**config.mk**
```make
export PLATFORM = sky130hd
export DESIGN_NAME = skv_cell
export DESIGN_NICKNAME = d
export VERILOG_FILES = /design/src/design/skv_pkg.sv /design/src/design/skv_cell.sv
export SDC_FILE = /design/constraint.sdc
export NUM_CORES = 1
export LEC_CHECK = 0
export BUFFER_PORTS_ARGS = -buffer_cell sky130_fd_sc_hd__buf_2
export CORE_AREA = 2 2 188 190
export CTS_CLUSTER_DIAMETER = 50
export CTS_CLUSTER_SIZE = 30
export DETAILED_ROUTE_END_ITERATION = 10
export DIE_AREA = 0 0 190 192
export GPL_ROUTABILITY_DRIVEN = 0
export PLACE_DENSITY = 0.56
export SETUP_SLACK_MARGIN = 0.1
export SKIP_CTS_REPAIR_TIMING = 1
export SYNTH_ARGS = -nofsm -noshare
export SYNTH_HDL_FRONTEND = slang
export SYNTH_SLANG_ARGS = --single-unit
export TNS_END_PERCENT = 1
```
**constraint.sdc**
```tcl
create_clock -name i_clk -period 10.9 [get_ports i_clk]
set_input_delay 2.18 -clock i_clk [delete_from_list [all_inputs] [get_ports i_clk]]
set_output_delay 2.18 -clock i_clk [all_outputs]
set_load 0.01 [all_outputs]
```
**src/design/skv_pkg.sv**
```systemverilog
`timescale 1ns / 1ps
// Package for the sorted key/value table: sizes, codes and shared types.
package skv_pkg;

    localparam int CAPACITY = 64;
    localparam int KEY_W    = 64;
    localparam int VAL_W    = 32;
    localparam int CNT_W    = $clog2(CAPACITY + 1);

    typedef enum logic [1:0] {
        CMD_ADD    = 2'd0,
        CMD_GET    = 2'd1,
        CMD_REMOVE = 2'd2
    } t_cmd;

    typedef enum logic [1:0] {
        STAT_OK   = 2'd0,
        STAT_DUP  = 2'd1,
        STAT_MISS = 2'd2,
        STAT_FULL = 2'd3
    } t_status;

    typedef enum logic [1:0] {
        CELL_HOLD,
        CELL_INS,
        CELL_DEL
    } t_cell_op;

    typedef enum logic {
        ST_IDLE,
        ST_UPD
    } t_state;

    // Compare flags one cell hands back to the controller.
    typedef struct packed {
        logic lt;
        logic eq;
    } t_cell_flags;

endpackage

```
**src/design/skv_cell.sv**
```systemverilog
`timescale 1ns / 1ps
// One slot of the sorted table: holds an entry, compares it and shifts it.
module skv_cell (
    input  logic                       i_clk,
    input  logic                       i_valid,
    input  logic                       i_cap,
    input  logic [skv_pkg::KEY_W-1:0]  i_cmp_key,
    input  skv_pkg::t_cell_op          i_op,
    input  logic                       i_prev_lt,
    input  logic [skv_pkg::KEY_W-1:0]  i_new_key,
    input  logic [skv_pkg::VAL_W-1:0]  i_new_val,
    input  logic [skv_pkg::KEY_W-1:0]  i_left_key,
    input  logic [skv_pkg::VAL_W-1:0]  i_left_val,
    input  logic [skv_pkg::KEY_W-1:0]  i_right_key,
    input  logic [skv_pkg::VAL_W-1:0]  i_right_val,
    output logic [skv_pkg::KEY_W-1:0]  o_key,
    output logic [skv_pkg::VAL_W-1:0]  o_val,
    output skv_pkg::t_cell_flags       o_flags,
    output logic [skv_pkg::VAL_W-1:0]  o_hit_val
);

    logic [skv_pkg::KEY_W-1:0] r_key;
    logic [skv_pkg::VAL_W-1:0] r_val;
    logic [skv_pkg::KEY_W-1:0] n_key;
    logic [skv_pkg::VAL_W-1:0] n_val;
    skv_pkg::t_cell_flags      r_flags;

    always_ff @(posedge i_clk) begin
        if (i_cap) begin
            r_flags.lt <= i_valid && (r_key < i_cmp_key);
            r_flags.eq <= i_valid && (r_key == i_cmp_key);
        end
        r_key <= n_key;
        r_val <= n_val;
    end

    // On insert, cells below the insertion point keep their entry; the first
    // cell at or above takes the new entry, the rest their left neighbour's.
    always_comb begin
        n_key = r_key;
        n_val = r_val;
        case (i_op)
            skv_pkg::CELL_INS: begin
                if (!r_flags.lt) begin
                    if (i_prev_lt) begin
                        n_key = i_new_key;
                        n_val = i_new_val;
                    end else begin
                        n_key = i_left_key;
                        n_val = i_left_val;
                    end
                end
            end
            skv_pkg::CELL_DEL: begin
                if (!r_flags.lt) begin
                    n_key = i_right_key;
                    n_val = i_right_val;
                end
            end
            default: begin
            end
        endcase
    end

    assign o_key     = r_key;
    assign o_val     = r_val;
    assign o_flags   = r_flags;
    assign o_hit_val = r_flags.eq ? r_val : '0;

endmodule

```
# Yosys cells after proc, flatten, opt, wreduce, memory -nomap -nowiden
# Index checks and enable logic that the tools add are counted.
dict set report totals {
  ff_bits 98
  latch_bits 0
  ramBits 0
  romBits 0
  out_inout_bits 130
  wordCells 23
  n_memories 0
}
dict set report classes {
  addsub 0
  multipliers 0
  div_mod_pow 0
  magnitude_cmp 1
  eq_ne 5
  shifts 0
  mux 9
  n_bitwise 0
  reduce_logical 4
}
# operator n
set ops {}
lappend ops {{64-bit 2-to-1 mux} 3}
lappend ops {{32-bit 2-to-1 mux} 4}
lappend ops {{64-bit case mux with 2 select lines} 1}
lappend ops {{64-bit equality test} 1}
lappend ops {{64-bit < comparator} 1}
lappend ops {{32-bit case mux with 2 select lines} 1}
lappend ops {{2-bit != test, second input constant} 2}
lappend ops {{3-bit AND reduction} 1}
lappend ops {{2-bit by 1-bit equality test with 1-bit output, second input constant} 1}
lappend ops {{2-bit equality test, second input constant} 1}
lappend ops {{1-bit logical AND} 2}
lappend ops {{2-bit nonzero test} 1}

# Depth between registers and ports, before layout
# Gate-level depths: netlist (run 1).
dict set report depth {
  depth_word 3
  ltp_mapped 8
  depth_no_buf 8
}

# Worst setup path after synthesis (run 1)
# No wires, ideal clock.
dict set report synth_timing {
  path_type {input -> register}
  start {in i_op[0]}
  end {reg r_key, in the netlist o_key[0], enable pin}
  setup_ns 0.552
  t_arrival_ns 6.312
  t_required_ns 10.348
  path_slack_ns 4.036
  cell_stages 2
  cell_sequence {xnor2_1 nor2_1}
}
dict set report synth_between {
  elab_chain_len 3
}
# element line
set synth_lines {}
lappend synth_lines {{start: declaration} skv_cell.sv:8} ;# input skv_pkg::t_cell_op i_op,
lappend synth_lines {{2-bit by 1-bit equality test with 1-bit output or 2-bit equality test (tied branches)} skv_cell.sv:42} ;# case (i_op)
lappend synth_lines {{2-bit != test (no source line) or 2-bit nonzero test (tied branches)} --}
lappend synth_lines {{3-bit AND reduction (no source line) (*)} --}
lappend synth_lines {{end signal: assignment} skv_cell.sv:33} ;# r_key <= n_key;
lappend synth_lines {{end: declaration} skv_cell.sv:22} ;# logic [skv_pkg::KEY_W-1:0] r_key;
# Mark *: on every way between the ends. The rest lies on a longest branch, timed or not.
# A chain may end at the register's enable or synchronous reset.

# Final worst setup path (run 1)
dict set report layout_timing {
  start {reg r_flags, in the netlist o_flags[0]}
  end {out o_hit_val[13] (netlist name)}
}
dict set report layout_between {
  elab_chain_len 1
}
# element line
set layout_lines {}
lappend layout_lines {{start: declaration} skv_cell.sv:26} ;# skv_pkg::t_cell_flags r_flags;
lappend layout_lines {{32-bit 2-to-1 mux} skv_cell.sv:68} ;# assign o_hit_val = r_flags.eq ? r_val : '0;
lappend layout_lines {{end: declaration} skv_cell.sv:19} ;# output logic [skv_pkg::VAL_W-1:0] o_hit_val
# Every way passes these cells.

==> results.rst, run 1 <==
.. list-table::
   :header-rows: 1

   * - Metric
     - Value
   * - Met2 Usage GRT
     - 26.2%
   * - Outcome
     - completed
   * - Register area share after synthesis
     - 43.4%
   * - Worst Hold Depth
     - 1
   * - Primary FF master, synth
     - edfxtp_1
   * - Synthesized net count
     - 1106
   * - #FFs+latches synth
     - 98
   * - First-pass GRT wire length
     - 37400 um
   * - Data arrival time at the worst-slack endpoint
     - 1.79 ns
   * - Worst hold start
     - o_flags[1]$_DFFE_PP_
   * - Time the worst path needs with I/O delays and setup
     - 3.97 ns
   * - Via count of the first global-routing pass
     - 6699
   * - Class of the most critical setup path
     - reg2out
   * - Worst setup EP type
     - output pin
   * - Worst path required time
     - 8.72 ns
   * - X dimension of the die
     - 190 um
   * - Synth warnings
     - 0
   * - Cells on worst reg2reg path
     - 3
   * - Max frequency
     - 252 MHz
   * - Fraction of synthesis flops using an asynchronous set or reset pin
     - 0%
   * - Clock Sink Count
     - 98
   * - Die footprint
     - 0.0365 mm2
   * - Diode insertion count for antenna repair
     - 0
   * - Drc violations
     - 0
   * - Root Buffer
     - clkbuf_16
   * - Post-route ant nets
     - 0
   * - IO buf count
     - 487
   * - Layout cells sized above 1
     - 44.6%
   * - Clock skew after layout
     - 0.00873 ns
   * - Standby leakage power
     - 5.04 nW
   * - Startpoint class of the critical path
     - flop
   * - I/O pins
     - 488
   * - Endpoints failing setup
     - 0
   * - Met3 track utilization from global routing
     - 2.92%
   * - Portion of the clock cycle consumed by the worst path in the final layout
     - 36.4%
   * - Worst-Margin Slew
     - 1.06 ns
   * - Number of maximum-capacitance constraint violations
     - 0
   * - All-layer global routing usage
     - 13.8%
   * - Maximum buffer depth of the clock tree
     - 2
   * - Number of antenna violations at the first check in global routing
     - 1
   * - Final HPWL from detailed placement
     - 22700 um
   * - Dpl ws
     - 6.61 ns
   * - Pin count of the biggest net entering global routing
     - 97
   * - Power density cells
     - 108 mW/mm2
   * - Busiest metal layer after global routing
     - met2
   * - Per-cell routed wire length
     - 16.5 um
   * - Number of inserted filler cells in the final layout
     - 3713
   * - VDD IR-drop max
     - 0.0000666 V
   * - Top cells by area, synth
     - edfxtp_1 43%, mux2i_1 14%, ha_1 12%
   * - Portion of synthesized cell area occupied by the leading cell type
     - 43.4%
   * - # rows
     - 68
   * - Leading cell types by count after synthesis
     - 111 x nand2_1, 98 x edfxtp_1, 96 x mux2i_1, 76 x o21ai_0, 67 x inv_1
   * - Worst r2r src
     - o_flags[1]$_DFFE_PP_
   * - Insertion delay of the later-clocked pin in the worst-skew pair
     - 0.35 ns
   * - DR vias/cell
     - 4.14
   * - Hold Crit Class
     - reg2reg
   * - TritonCTS clock tree
     - yes
   * - Most area-hungry cell type in the Yosys netlist
     - edfxtp_1
   * - Starting density of the core
     - 19.8%
   * - End of the worst register-to-register path
     - o_key[52]$_DFFE_PP_
   * - Average cell area after synthesis
     - 9.91 um2
   * - Library cell with the highest instance count after synthesis
     - nand2_1
   * - Number of standard cells after synthesis
     - 684
   * - Peak fanout along the critical path
     - 33
   * - Hold Path End
     - o_val[19]$_DFFE_PP_
   * - Number of iterations in the first detailed-routing pass
     - 4
   * - Worst path setup slack after routing
     - 6.93 ns
   * - Distinct cell type count of the synthesized netlist
     - 33
   * - Residual overflow from global routing
     - 0
   * - Worst slew margin
     - 29.5%
   * - Clock-pin transition on the worst setup and hold timing paths
     - 0.07 ns
   * - Worst reg2reg setup slack
     - 8.55 ns
   * - Nets
     - 1574
   * - Via count
     - 6673
   * - Final max-slew violation count
     - 0
   * - Number of enable flip-flop cells after synthesis
     - 98
   * - Vertical extent of the die
     - 192 um
   * - Synth-to-layout area growth
     - 47.0%
   * - H-tree levels
     - 3
   * - Unrepaired setup endpoints after global routing
     - false
   * - Floorplan core area
     - 0.0343 mm2
   * - TritonCTS buffer count
     - 9
   * - Final Hold Violating Endpoints
     - 0
   * - Detailed-route wire length
     - 26600 um
   * - Final-layout setup total negative slack
     - 0 ns
   * - Met1 track demand over resource
     - 15.8%
   * - First-iteration detailed-routing DRC count
     - 238
   * - Total standard cell area after synthesis
     - 0.00678 mm2
per-stage QoR:
| stage | instances | instance area [um2] | power [W] | hold WS, ns | utilization [%] |
|---|---|---|---|---|---|
| floorplan | 684 | 6780 | 0.000635 | 0.855 | - |
| global placement | 1596 | 9700 | 0.000785 | 0.847 | 28.3 |
| detailed placement | 1596 | 9700 | 0.000791 | 0.823 | 28.3 |
| CTS | 1612 | 9970 | 0.00110 | 0.854 | 29.1 |
| global route | 1612 | 9970 | 0.00115 | 0.839 | 29.1 |
| finish | 1612 | 9970 | 0.00108 | 0.835 | 29.1 |
worst max-delay path: stages, from the launching register on:
cell and delay (ns):
edfxtp_1 1.04, and2_1 0.24, buf_2 0.13
final cells by class:
cell class | count | area (um2) | area share (%)
Clock buffer | 9 | 225 | 2.26
Inverter | 67 | 251 | 2.52
Tap cell | 455 | 569 | 5.71
Timing Repair Buffer | 492 | 2480 | 24.9
Multi-Input combinational cell | 484 | 3450 | 34.6
Clock inverter | 7 | 46.3 | 0.464
Sequential cell | 98 | 2940 | 29.5
worst max path at each step:
stage	startpoint	to	slack (ns)
2_1_floorplan	i_op[0]	o_key[0]$_DFFE_PP_	4.04
3_3_place_gp	i_cmp_key[15]	o_flags[1]$_DFFE_PP_	6.65
4_1_cts	o_flags[0]$_DFFE_PP_	o_hit_val[22]	6.77
5_1_grt	o_flags[0]$_DFFE_PP_	o_hit_val[22]	6.71
6_report	o_flags[0]$_DFFE_PP_	o_hit_val[13]	6.93
3_5_place_dp	i_cmp_key[62]	o_flags[1]$_DFFE_PP_	6.61
layer usage:
metal / share of wire [%] / vias up
li1: - / 3372
met1: 40 / 3012
met2: 52 / 278
met3: 6.8 / 11
met4: 0.76 / 0
met5: 0 / -
state kept, by name (all words and copies together) (netlist names):
register	flops
o_key	64
o_val	32
o_flags	2
power by group:
group | switching (W) | internal, W | leakage, nW
Sequential | 0.0000252 | 0.000461 | 0.933
Clock | 0.000147 | 0.000154 | 0.130
Combinational | 0.000156 | 0.000133 | 3.98
Total | 0.000329 | 0.000748 | 5.04
layout by cell type, fill, tap and decap left out, drive strengths merged:
cell type  synthesis  layout
a2111oi            2       2
nand4             14      14
nand3              7       7
nor2               5       5
and3               1       1
nor2b              1       1
ha                64      64
nor3               2       2
a221oi             3       3
nand2            111     111
clkinv             0       6
a21o               7       7
a21oi             26      26
nand4b             1       1
o21ai            102     102
inv               67      67
o211ai             1       1
o2111ai            1       1
o21a               1       1
clkbuf            18       9
o22ai              1       1
xnor2              1       1
nor4               4       4
buf               17     492
and2              32      32
edfxtp            98      98
mux2i             96      96
a211oi             1       1
clkinvlp           0       1
kinds of logic after synthesis:
logic type      after synthesis  share of synthesized area [%]
compound gates              145                           11.4
xor+xnor                      1                          0.129
fa+ha+maj                    64                           11.8
buf+inv                     102                           5.92
flops                        98                           43.4
mux                          96                           14.2
simple gates                178                           13.1
No activity file was read; power rests on OpenSTA's default activity.
==> run 2, diff against run 1 <==
==> constraint.sdc (replaced) <==
create_clock -name i_clk -period 4 [get_ports i_clk]
set_input_delay 0.8 -clock i_clk [delete_from_list [all_inputs] [get_ports i_clk]]
set_output_delay 0.8 -clock i_clk [all_outputs]
set_load 0.01 [all_outputs]
==> results.rst, run 2 (synthesis gave the netlist of run 1 again) <==
.. list-table::
   :header-rows: 1

   * - Metric
     - Value
   * - Final Hold Violating Endpoints
     - 0
   * - Flip-flop count of the largest register after layout
     - 64
   * - Met1 track demand over resource
     - 16.4%
   * - TritonCTS clock tree
     - yes
   * - Unrepaired setup endpoints after global routing
     - false
   * - Post-route cell area
     - 0.0101 mm2
   * - Starting density of the core
     - 19.8%
   * - Residual overflow from global routing
     - 0
   * - Number of inserted filler cells in the final layout
     - 3657
   * - Critical-path cell list
     - and2_1 > buf_2
   * - Number of iterations in the first detailed-routing pass
     - 4
   * - Clock skew after layout
     - 0.00858 ns
   * - Worst slew margin
     - 26.3%
   * - Delay of the slowest cell on the worst path
     - 1.07 ns
   * - Standby leakage power
     - 5.09 nW
   * - Final-layout setup total negative slack
     - 0 ns
   * - # rows
     - 68
   * - Data arrival time at the worst-slack endpoint
     - 1.90 ns
   * - First-pass GRT wire length
     - 37300 um
   * - Class of the most critical setup path
     - reg2out
   * - First-iteration detailed-routing DRC count
     - 231
   * - Startpoint class of the critical path
     - flop
   * - Maximum buffer depth of the clock tree
     - 2
   * - Worst path required time
     - 3.20 ns
   * - Portion of the clock cycle consumed by the worst path in the final layout
     - 67.5%
   * - Hold Crit Class
     - in2reg
   * - Peak fanout along the critical path
     - 33
   * - Insertion delay of the later-clocked pin in the worst-skew pair
     - 0.36 ns
   * - Drc violations
     - 0
   * - Endpoints failing setup
     - 0
   * - Time the worst path needs with I/O delays and setup
     - 2.70 ns
   * - Floorplan core area
     - 0.0343 mm2
   * - Clock-pin transition on the worst setup and hold timing paths
     - 0.07 ns
   * - Cell with the largest stage delay on the worst path
     - edfxtp_1
   * - I/O pins
     - 488
   * - Busiest metal layer after global routing
     - met2
   * - Root Buffer
     - clkbuf_16
   * - Outcome
     - completed
   * - Overall Power
     - 0.00301 W
   * - Power density cells
     - 299 mW/mm2
   * - Placement Cell Area
     - 0.00976 mm2
   * - H-tree levels
     - 3
   * - X dimension of the die
     - 190 um
   * - VDD IR-drop max
     - 0.000188 V
   * - Synth-to-layout area growth
     - 48.3%
   * - DR vias/cell
     - 4.14
   * - Max frequency
     - 371 MHz
   * - Most frequent cells in the layout
     - 486 x buf_2, 111 x nand2_1, 98 x edfxtp_1
   * - Via count
     - 6693
   * - Pin count of the biggest net entering global routing
     - 102
   * - Via count of the first global-routing pass
     - 6614
   * - Detailed-route wire length
     - 26700 um
   * - Vertical extent of the die
     - 192 um
   * - Per-cell routed wire length
     - 16.5 um
   * - Worst setup EP type
     - output pin
   * - Clock Sink Count
     - 98
   * - Nets
     - 1576
   * - Final max-slew violation count
     - 0
   * - IO buf count
     - 487
   * - Number of antenna violations at the first check in global routing
     - 3
   * - Most common cell after layout, fill and taps aside
     - buf_2
   * - All-layer global routing usage
     - 13.8%
   * - Die footprint
     - 0.0365 mm2
   * - Worst-Margin Slew
     - 1.11 ns
   * - Met3 track utilization from global routing
     - 3.09%
   * - Post-route ant nets
     - 0
   * - Met2 Usage GRT
     - 25.2%
   * - Final HPWL from detailed placement
     - 22400 um
   * - TritonCTS buffer count
     - 9
   * - Worst-case hold slack
     - 0.714 ns
   * - Layout cells sized above 1
     - 44.8%
   * - Number of maximum-capacitance constraint violations
     - 0
[run 2: per-layer routing]
layer  part of all wire, %  up-vias  routed length [um]
li1                      -     3373                   -
met1                    42     3009               11200
met3                   6.7       20                1770
met4                   1.5        2                 395
met2                    50      289               13300
met5                 0.045        -                  12
[run 2: layout make-up]
class / instances / area, um2 / area share [%]
clock inverter: 7 / 68.8 / 0.684
antenna: 1 / 2.50 / 0.0249
timing repair buffer: 494 / 2550 / 25.3
clock buffer: 9 / 225 / 2.24
multi-input combinational: 484 / 3450 / 34.3
sequential: 98 / 2940 / 29.3
tap: 455 / 569 / 5.66
inverter: 67 / 251 / 2.50
[run 2: final timing paths]
path / from / to / slack, ns / cells past startpoint
setup / recovery: o_flags[0]$_DFFE_PP_ / o_hit_val[15] / 1.30 / 2
setup reg to reg: o_key[63]$_DFFE_PP_ / o_flags[1]$_DFFE_PP_ / 1.74 / 6
hold reg to reg: o_key[47]$_DFFE_PP_ / o_flags[1]$_DFFE_PP_ / 0.85 / 4
hold / removal: i_right_val[22] / o_val[22]$_DFFE_PP_ / 0.71 / 3
[run 2: power breakdown]
part	leakage (nW)	switching (W)	total (W)	internal, W
Clock	0.143	0.000421	0.000906	0.000485
Combinational	4.01	0.000425	0.000786	0.000361
Sequential	0.934	0.0000616	0.00132	0.00126
[run 2: critical path: cells and delay by family (launching register included)]
kind	cells	cell delay, ns
and+or+nand+nor	1	0.30
DFF	1	1.07
buffers and inverters	1	0.15
[run 2: metrics by stage]
| step | setup slack [ns] | util [%] | instances |
|---|---|---|---|
| 3_3_place_gp | 1.13 | 28.5 | 1598 |
| 2_1_floorplan | 0.152 | - | 684 |
| 3_5_place_dp | 1.15 | 28.5 | 1598 |
| 4_1_cts | 1.21 | 29.3 | 1614 |
| 5_1_grt | 1.12 | 29.3 | 1615 |
| 6_report | 1.30 | 29.3 | 1615 |
==> run 3, diff against run 2 <==
--- a/config.mk
+++ b/config.mk
@@ -5,14 +5,15 @@
 export SDC_FILE = /design/constraint.sdc
 export NUM_CORES = 1
 export LEC_CHECK = 0
+export ABC_AREA = 1
 export BUFFER_PORTS_ARGS = -buffer_cell sky130_fd_sc_hd__buf_2
-export CORE_AREA = 2 2 188 190
+export CORE_AREA = 2 2 192 194
 export CTS_CLUSTER_DIAMETER = 50
 export CTS_CLUSTER_SIZE = 30
 export DETAILED_ROUTE_END_ITERATION = 10
-export DIE_AREA = 0 0 190 192
+export DIE_AREA = 0 0 194 196
 export GPL_ROUTABILITY_DRIVEN = 0
-export PLACE_DENSITY = 0.56
+export PLACE_DENSITY = 0.57
 export SETUP_SLACK_MARGIN = 0.1
 export SKIP_CTS_REPAIR_TIMING = 1
 export SYNTH_ARGS = -nofsm -noshare
==> constraint.sdc (replaced) <==
create_clock -name i_clk -period 2.28 [get_ports i_clk]
set_input_delay 0.456 -clock i_clk [delete_from_list [all_inputs] [get_ports i_clk]]
set_output_delay 0.456 -clock i_clk [all_outputs]
set_load 0.01 [all_outputs]
==> results.rst, run 3 <==
.. list-table::
   :header-rows: 1

   * - Metric
     - Value
   * - Outcome
     - completed
   * - Most common cell after layout, fill and taps aside
     - buf_2
   * - Portion of the clock cycle consumed by the worst path in the final layout
     - 84.7%
   * - Peak fanout along the critical path
     - 3
   * - Number of enable flip-flop cells after synthesis
     - 98
   * - Post-route ant nets
     - 0
   * - Number of maximum-capacitance constraint violations
     - 0
   * - Detailed-route wire length
     - 27400 um
   * - Clock Sink Count
     - 98
   * - Portion of synthesized cell area occupied by the leading cell type
     - 41.6%
   * - Fraction of synthesis flops using an asynchronous set or reset pin
     - 0%
   * - H-tree levels
     - 3
   * - Most area-hungry cell type in the Yosys netlist
     - edfxtp_1
   * - Via count
     - 7732
   * - Delay of the slowest cell on the worst path
     - 0.51 ns
   * - All-layer global routing usage
     - 13.9%
   * - Insertion delay of the later-clocked pin in the worst-skew pair
     - 0.36 ns
   * - Cell with the largest stage delay on the worst path
     - edfxtp_1
   * - Final HPWL from detailed placement
     - 22600 um
   * - Worst r2r src
     - o_key[59]$_DFFE_PP_
   * - Total standard cell area after synthesis
     - 0.00707 mm2
   * - Class of the most critical setup path
     - reg2reg
   * - Library cell appearing most often on the critical path
     - nor2_1
   * - Via count of the first global-routing pass
     - 7416
   * - Most frequent cells in the layout
     - 486 x buf_2, 293 x nand2_1, 115 x inv_1
   * - Drc violations
     - 0
   * - # rows
     - 70
   * - First-pass GRT wire length
     - 40800 um
   * - Average cell area after synthesis
     - 7.97 um2
   * - Per-cell routed wire length
     - 15.0 um
   * - Placed cells
     - 1812
   * - Utilization after layout
     - 28.5%
   * - Multi-input gate area
     - 0.00339 mm2
   * - Flip-flop count of the largest register after layout
     - 64
   * - Worst slew margin
     - 71.5%
   * - IO buf count
     - 487
   * - Data arrival time at the worst-slack endpoint
     - 2.04 ns
   * - Register area share after synthesis
     - 41.6%
   * - FF+latch area
     - 0.00294 mm2
   * - Overall Power
     - 0.00514 W
   * - Met3 track utilization from global routing
     - 2.85%
   * - Library cell with the highest instance count after synthesis
     - nand2_1
   * - Hold Crit Class
     - in2reg
   * - Unrepaired setup endpoints after global routing
     - false
   * - Pin count of the biggest net entering global routing
     - 89
   * - X dimension of the die
     - 194 um
   * - Number of antenna violations at the first check in global routing
     - 3
   * - Standby leakage power
     - 5.45 nW
   * - Final max-slew violation count
     - 0
   * - Endpoints failing setup
     - 0
   * - First-iteration detailed-routing DRC count
     - 302
   * - Root Buffer
     - clkbuf_16
   * - Worst path required time
     - 2.39 ns
   * - #FFs+latches synth
     - 98
   * - Die footprint
     - 0.0380 mm2
   * - Startpoint class of the critical path
     - flop
   * - Clock-pin transition on the worst setup and hold timing paths
     - 0.08 ns
   * - Number of buffers and inverters on the critical path
     - 0
   * - DR vias/cell
     - 4.22
   * - Met1 track demand over resource
     - 17.0%
   * - Worst hold start
     - i_cap
   * - Critical-path cell list
     - ha_4 > nand3_1 > nor2_1 > nand2_1 > nor2_1 > nand2_1 > nor2_1 > nand2_1 > nand3_1 > nor2_1
   * - Number of iterations in the first detailed-routing pass
     - 5
   * - Top cells by area, synth
     - edfxtp_1 42%, nand2_1 16%, ha_1 11%
   * - Layout cells sized above 1
     - 40.4%
   * - Worst-Margin Slew
     - 0.427 ns
   * - Time the worst path needs with I/O delays and setup
     - 1.93 ns
   * - Nets
     - 1778
   * - Synth warnings
     - 0
   * - I/O pins
     - 488
   * - Residual overflow from global routing
     - 0
   * - Leading cell types by count after synthesis
     - 293 x nand2_1, 115 x inv_1, 109 x nor2_1, 98 x edfxtp_1, 82 x a31oi_1
   * - Final std cells w/o fill
     - 1831
   * - Category of cells accounting for the largest share of critical-path delay
     - simple AND/OR/NAND/NOR gates
   * - Synth-to-layout area growth
     - 45.7%
   * - Busiest metal layer after global routing
     - met2
   * - Number of standard cells after synthesis
     - 887
   * - Power density cells
     - 499 mW/mm2
   * - VDD IR-drop max
     - 0.000324 V
   * - Starting density of the core
     - 19.6%
   * - Maximum buffer depth of the clock tree
     - 2
   * - Worst setup EP type
     - flop
   * - Floorplan core area
     - 0.0361 mm2
   * - TritonCTS clock tree
     - yes
   * - Clock skew after layout
     - 0.0109 ns
   * - TritonCTS buffer count
     - 9
   * - Final Hold Violating Endpoints
     - 0
   * - Start point of the critical path
     - o_key[59]$_DFFE_PP_
   * - Number of inserted filler cells in the final layout
     - 3969
   * - Max frequency
     - 518 MHz
   * - Met2 Usage GRT
     - 23.8%
   * - Primary FF master, synth
     - edfxtp_1
   * - Distinct cell type count of the synthesized netlist
     - 24
   * - Vertical extent of the die
     - 196 um
   * - Synthesized net count
     - 1309
[run 3: per-layer routing]
layer | up-vias | routed length (um)
li1 | 3865 | -
met3 | 45 | 1730
met4 | 2 | 894
met1 | 3498 | 11300
met2 | 322 | 13500
met5 | - | 13
[run 3: path summary, 6_finish.rpt]
kind | end | slack (ns) | depth (start not counted)
max reg2reg | o_flags[1]$_DFFE_PP_ | 0.35 | 10
max | o_flags[1]$_DFFE_PP_ | 0.35 | 10
min reg2reg | o_val[18]$_DFFE_PP_ | 0.91 | 2
min | o_flags[0]$_DFFE_PP_ | 0.37 | 1
[run 3: kinds of logic (layout without fill, tap and decap cells)]
kind of cell	after synthesis	in the layout	synth area share, %
compound gates	132	132	12.5
buf+inv	162	636	10.9
simple gates	431	431	23.7
flops	98	98	41.6
fa+ha+maj	64	64	11.3
other cells	0	2	0
[run 3: metrics by stage]
| stage | cell area [um2] | hold WS, ns | TNS, ns | setup slack, ns |
|---|---|---|---|---|
| floorplan | 7080 | 0.568 | -80.58 | -0.839 |
| global placement | 9990 | 0.747 | 0 | 0.0735 |
| detailed placement | 9990 | 0.754 | 0 | 0.0905 |
| CTS | 10300 | 0.353 | 0 | 0.239 |
| global route | 10300 | 0.347 | 0 | 0.102 |
| finish | 10300 | 0.371 | 0 | 0.348 |
[run 3: report_power, final]
part           total, W  internal (W)  switching [W]
registers       0.00225       0.00216      0.0000840
clock network   0.00154      0.000764       0.000781
logic           0.00134      0.000604       0.000739
[run 3: final cells by class]
type	instances	share of cell area, %
Antenna cell	2	0.0486
Sequential cell	98	28.6
Timing Repair Buffer	504	25.8
Clock inverter	7	0.571
Inverter	116	4.24
Tap cell	468	5.68
Multi-Input combinational cell	627	32.9
Clock buffer	9	2.19
